[src/hdl/pnl_pkg.sv]
package pnl_pkg;

    localparam int MAX_TYPES      = 4;
    localparam int MAX_CENTERS    = 256;
    localparam int SLOTS_PER_PAGE = 8;
    localparam int MAX_PAGES      = 512;
    localparam int MAX_PER_CENTER = 64;
    localparam int PAIR_BITS      = 16;

    localparam int TYPE_W   = 2;
    localparam int INDEX_W  = 8;
    localparam int ATOMS_W  = 9;
    localparam int BASE_W   = 11;
    localparam int CENTER_W = 8;
    localparam int SLOT_W   = 3;
    localparam int PAGE_W   = 9;
    localparam int PTR_W    = 10;
    localparam int CNT_W    = 7;
    localparam int TAKEN_W  = 10;
    localparam int ADDR_W   = PAGE_W + SLOT_W;

    localparam logic [PTR_W-1:0] NO_PAGE = '1;

    typedef enum logic [1:0] {
        CMD_CLEAR  = 2'd0,
        CMD_APPEND = 2'd1,
        CMD_QUERY  = 2'd2,
        CMD_WALK   = 2'd3
    } cmd_t;

    typedef enum logic [2:0] {
        ST_OK          = 3'd0,
        ST_BAD_TYPE    = 3'd1,
        ST_BAD_INDEX   = 3'd2,
        ST_POOL_FULL   = 3'd3,
        ST_CENTER_FULL = 3'd4
    } status_t;

    typedef enum logic [1:0] {
        BK_IDLE,
        BK_LOOKUP,
        BK_WREAD,
        BK_WEMIT
    } bk_state_t;

    typedef struct packed {
        cmd_t                  cmd;
        status_t               status;
        logic [CENTER_W-1:0]   center;
        logic [PAIR_BITS-1:0]  pair;
    } req_t;

    typedef struct packed {
        logic [PTR_W-1:0] first;
        logic [PTR_W-1:0] tail;
        logic [CNT_W-1:0] count;
    } ctr_rec_t;

    typedef struct packed {
        logic [PAIR_BITS-1:0] pair;
        logic                 has_pair;
        logic [CNT_W-1:0]     entry_count;
        logic                 last;
        status_t              status;
    } result_t;

endpackage

[src/hdl/pnl_front.sv]
module pnl_front (
    input  logic                          clk,
    input  logic                          rst_n,
    input  logic                          in_valid,
    output logic                          in_stall,
    input  logic [1:0]                    command,
    input  logic [pnl_pkg::TYPE_W-1:0]    center_type,
    input  logic [pnl_pkg::INDEX_W-1:0]   atom_index,
    input  logic [pnl_pkg::PAIR_BITS-1:0] pair_value,
    input  logic                          cfg_we,
    input  logic [1:0]                    cfg_index,
    input  logic [pnl_pkg::ATOMS_W-1:0]   cfg_data,
    output logic                          req_valid,
    output pnl_pkg::req_t                 req,
    input  logic                          req_pop
);
    import pnl_pkg::*;

    logic [ATOMS_W-1:0] atoms_reg [MAX_TYPES];
    logic [BASE_W-1:0]  base;
    logic [BASE_W-1:0]  id_sum;
    req_t               cls;
    req_t               q_reg [2];
    logic               wr_ptr_reg, rd_ptr_reg;
    logic [1:0]         cnt_reg;
    logic               push;

    always_ff @(posedge clk or negedge rst_n)
    begin
        if (!rst_n)
        begin
            for (int i = 0; i < MAX_TYPES; i++)
                atoms_reg[i] <= '0;
        end
        else if (cfg_we)
        begin
            atoms_reg[cfg_index] <= cfg_data;
        end
    end

    always_comb
    begin
        case (center_type)
            2'd0:    base = '0;
            2'd1:    base = BASE_W'(atoms_reg[0]);
            2'd2:    base = BASE_W'(atoms_reg[0]) + BASE_W'(atoms_reg[1]);
            default: base = BASE_W'(atoms_reg[0]) + BASE_W'(atoms_reg[1])
                            + BASE_W'(atoms_reg[2]);
        endcase
        id_sum     = base + BASE_W'(atom_index);
        cls.cmd    = cmd_t'(command);
        cls.pair   = pair_value;
        cls.center = id_sum[CENTER_W-1:0];
        cls.status = ST_OK;
        if (cls.cmd != CMD_CLEAR)
        begin
            if (ATOMS_W'(atom_index) >= atoms_reg[center_type]
                || id_sum >= BASE_W'(MAX_CENTERS))
                cls.status = ST_BAD_INDEX;
        end
    end

    assign in_stall  = (cnt_reg == 2'd2);
    assign push      = in_valid && !in_stall;
    assign req_valid = (cnt_reg != 2'd0);
    assign req       = q_reg[rd_ptr_reg];

    always_ff @(posedge clk)
    begin
        if (push)
            q_reg[wr_ptr_reg] <= cls;
    end

    always_ff @(posedge clk or negedge rst_n)
    begin
        if (!rst_n)
        begin
            wr_ptr_reg <= 1'b0;
            rd_ptr_reg <= 1'b0;
            cnt_reg    <= '0;
        end
        else
        begin
            if (push)
                wr_ptr_reg <= !wr_ptr_reg;
            if (req_pop)
                rd_ptr_reg <= !rd_ptr_reg;
            cnt_reg <= cnt_reg + {1'b0, push} - {1'b0, req_pop};
        end
    end

endmodule

[config.mk]
export PLATFORM = sky130hd
export DESIGN_NAME = pnl_front
export DESIGN_NICKNAME = d
export VERILOG_FILES = /design/src/hdl/pnl_pkg.sv /design/src/hdl/pnl_front.sv
export SDC_FILE = /design/constraint.sdc
export NUM_CORES = 1
export LEC_CHECK = 0
export ABC_AREA = 1
export BUFFER_PORTS_ARGS = -buffer_cell sky130_fd_sc_hd__buf_4
export CAP_MARGIN = 20
export CORE_AREA = 2 2 100 102
export CTS_CLUSTER_SIZE = 8
export DETAILED_ROUTE_END_ITERATION = 12
export DIE_AREA = 0 0 102 104
export PLACE_DENSITY = 0.83
export SYNTH_ARGS = -nofsm -noshare
export SYNTH_HDL_FRONTEND = slang
export SYNTH_SLANG_ARGS = --single-unit
[constraint.sdc]
create_clock -name clk -period 5.3 [get_ports clk]
set_input_delay 0 -clock clk [delete_from_list [all_inputs] [get_ports clk]]
set_output_delay 0 -clock clk [all_outputs]
set_load 0.05 [all_outputs]
==> metrics.yaml <==
status:
  outcome: "complete, no violations"
yosys:
  async_reset_ff_frac: 0.426
  yosysSeqAreaShare: 0.485
  synth_flop_cell: "edfxtp_1"
  yosysWarnings: 0
  ys_ff_latch: 94
  synth_area_um2: 5410
  synth.distinct_cells: 44
  synth_cells: 568
  synth_top_area_share: 0.300
  synthTopCellsByArea: "edfxtp_1 30%, dfrtp_1 19%, ha_1 8.3%"
  yosys.area.top_type: "edfxtp_1"
  synth-edff-count: 54
  synth_area_per_cell_um2: 9.52
min_path:
  whs_path_depth: 2
  min_to: "q_reg[0][17]"
  hp-class: "input pin to flip-flop"
  hp-start: "atom_index[1]"
critical_path:
  worstSetupPathType: "flip-flop to flip-flop"
  r2r-start: "atoms_reg[27]"
  rr_worst_depth: 27
  crit_path_start_kind: "flip-flop"
  worstPathArrival_ns: 4.30
  worstReg2RegEnd: "q_reg[0][25]"
  worst-endpoint-required_ns: 5.46
  critical_path.max_fanout: 4
  reg2reg_slack_ns: 1.16
  crit_path_end_kind: "flip-flop"
timing:
  setup-tns-final_ns: 0
  fmax_ghz: 0.241
  slew_headroom: 0.534
  finalCritPeriodShare: 0.781
  finClkSkew_ns: 0.0216
  finalSetupViolCount: 0
  rsz0062_at_grt: "false"
  tightest_slew_ns: 0.697
  period_minus_slack_ns: 4.14
  slew_viol_final: 0
  hold_viol: 0
layout:
  layout-drive-gt1-share: 0.203
  fillCellCount: 705
  final_net_count: 752
  largest_reg_flops: 54
  area_growth_pct: 21.5
  n_antenna_cell: 0
  postLayoutCellArea_um2: 6570
drt:
  wl_mm: 12.9
  ant_nets: 0
  vias: 4431
  viasPerCell: 5.49
  wl_per_cell_um: 15.9
  firstDrtPassIters: 6
  drcViolationCount: 0
  drt_iter0_markers: 418
pwr:
  leakagePower_nw: 3.06
  cellPowerDensity_nw_per_um2: 484
  peakVddDrop_mv: 0.232
cts:
  clk_pin_slew_ns: 0.11
  clockBufferDepth: 2
  ctsHtreeMaxLevel: 3
  cts_buffers: 9
  root_buffer: "clkbuf_8"
  clkSinkCount: 94
  cts_tree: "yes"
  post_cts_buffers: 0
  clkLatencyLatePin_ns: 0.39
  cts_resized: 0
die:
  ios: 75
  initial_core_util: 0.566
  fp.coreArea_um2: 9550
  die_x_um: 102
  die-area_um2: 10600
  num_rows: 36
  die_y_um: 104
placement:
  portBuffers: 72
  post_dp_cell_area_um2: 6050
  dp_hpwl_mm: 8.79
  gp_congestion: 0.964
job:
  maxCapViolCount: 0
global_routing:
  grt_overflow: 0
  grt_pass1_wl_mm: 20.6
  antenna_found_initial: 0
  grt_use_total: 0.249
  grt_pass1_vias: 4396
  grt_max_degree: 41
-- cells in the final DEF, fill, tap and decap left out, types with 3 or more instances in the layout --
master         Yosys  layout
nand2_1          120     120
buf_4              2      74
inv_1             67      67
edfxtp_1          54      54
o21ai_0           50      50
dfrtp_1           40      40
ha_1              36      36
nor2_1            34      32
nand3_1           30      30
dlygate4sd3_1      0      30
mux2_2            27      27
a21oi_1           18      18
xor2_1            13      13
a22oi_1           10      10
clkbuf_8           0       9
o31ai_1            7       7
nor2_2             3       5
xnor2_1            4       4
nand2_2            3       3
a31oi_1            3       3
nand4_1            3       3
fa_1               3       3
-- stage by stage --
step / util / std cells / setup slack, ns / power [mW] / hold slack, ns
floorplan: - / 569 / 1.67 / 2.25 / -0.296
global placement: 0.634 / 760 / 1.44 / 2.58 / -0.0147
detailed placement: 0.634 / 760 / 1.27 / 2.64 / -0.00657
CTS: 0.685 / 806 / 1.24 / 3.13 / 0.0106
global route: 0.688 / 807 / 0.836 / 3.36 / 0.0431
finish: 0.688 / 807 / 1.16 / 3.18 / 0.0542
-- cell type report --
| class | count | area, um2 | share of cell area |
|---|---|---|---|
| Multi-Input combinational cell | 388 | 2430 | 0.371 |
| Tap cell | 133 | 166 | 0.0253 |
| Clock buffer | 9 | 124 | 0.0189 |
| Sequential cell | 94 | 2620 | 0.399 |
| Clock inverter | 7 | 66.3 | 0.0101 |
| Inverter | 71 | 272 | 0.0413 |
| Timing Repair Buffer | 105 | 883 | 0.134 |
-- per-layer routing --
| metal | GRT usage | part of all wire | vias up |
|---|---|---|---|
| met5 | 0 | 0 | - |
| met4 | 0.0905 | 0.021 | 0 |
| met3 | 0.0477 | 0.067 | 22 |
| met2 | 0.416 | 0.50 | 206 |
| met1 | 0.320 | 0.41 | 2089 |
| li1 | - | - | 2114 |
-- report_power, final --
group	internal, mW	leakage, nW	switching, mW	total (mW)
clock network	0.181	0.0949	0.290	0.471
logic	0.587	1.97	1.05	1.63
registers	0.988	0.997	0.0886	1.08
total	1.76	3.06	1.42	3.18
-- synthesized netlist by cell type, types with 2 or more instances --
cell        n
inv_4       2
buf_6       2
xnor2_1     4
nand2_1   120
a22oi_1    10
nand4_1     3
a21oi_1    18
nor2_1     34
buf_4       2
inv_2       2
o21ai_0    50
inv_1      67
a211oi_1    2
nand2_2     3
or2_2       2
o21bai_1    2
nand3b_1    2
o31ai_1     7
xor2_1     13
edfxtp_1   54
dfrtp_1    40
a31oi_1     3
fa_1        3
nor2_2      3
nand3_1    30
mux2_2     27
clkbuf_1    9
ha_1       36
buf_2       3
-- repair_timing --
item	4_1_cts	5_1_grt
endpoints found under the setup margin	0	0
endpoints found under the hold margin	115	0
hold buffers	30	0
-- kinds of logic after synthesis --
| kind of cell | count (synthesis) | share of synthesized area |
|---|---|---|
| muxes | 27 | 0.0562 |
| xor gates and xnor gates | 18 | 0.0305 |
| adders and majority gates | 39 | 0.0944 |
| AOI/OAI and AO/OA | 99 | 0.108 |
| buffers and inverters | 87 | 0.0662 |
| other | 1 | 0.000694 |
| DFF | 94 | 0.485 |
| and+or+nand+nor | 203 | 0.159 |
-- critical path, cell delays in order, from the launching register on --
cell     delay [ns]
dfrtp_1        0.43
ha_1           0.26
fa_1           0.42
nand3_1        0.09
nand2_1        0.10
xor2_1         0.17
ha_1           0.35
nand2_1        0.11
inv_1          0.04
nand2_1        0.06
nand2_1        0.07
a21oi_1        0.20
xor2_1         0.20
a22oi_1        0.13
ha_1           0.37
nand2_1        0.07
inv_1          0.07
nand2_1        0.06
nand3_1        0.15
nand2_1        0.06
nand2_1        0.06
nand3_1        0.09
nand2_1        0.07
inv_1          0.03
nor2_1         0.07
nand3_1        0.07
nand2_1        0.06
inv_1          0.04
-- worst max path at each step --
stage             startpoint            to  slack (ns)  depth (start not counted)
2_1_floorplan  atoms_reg[18]  q_reg[0][25]        1.67                         27
3_3_place_gp   atoms_reg[18]  q_reg[0][25]        1.44                         26
3_5_place_dp   atoms_reg[27]  q_reg[0][25]        1.27                         27
4_1_cts        atoms_reg[18]  q_reg[1][25]        1.24                         27
5_1_grt        atoms_reg[27]  q_reg[0][25]        0.84                         24
6_report       atoms_reg[27]  q_reg[0][25]        1.16                         27
(Power assumes the default switching activity.)
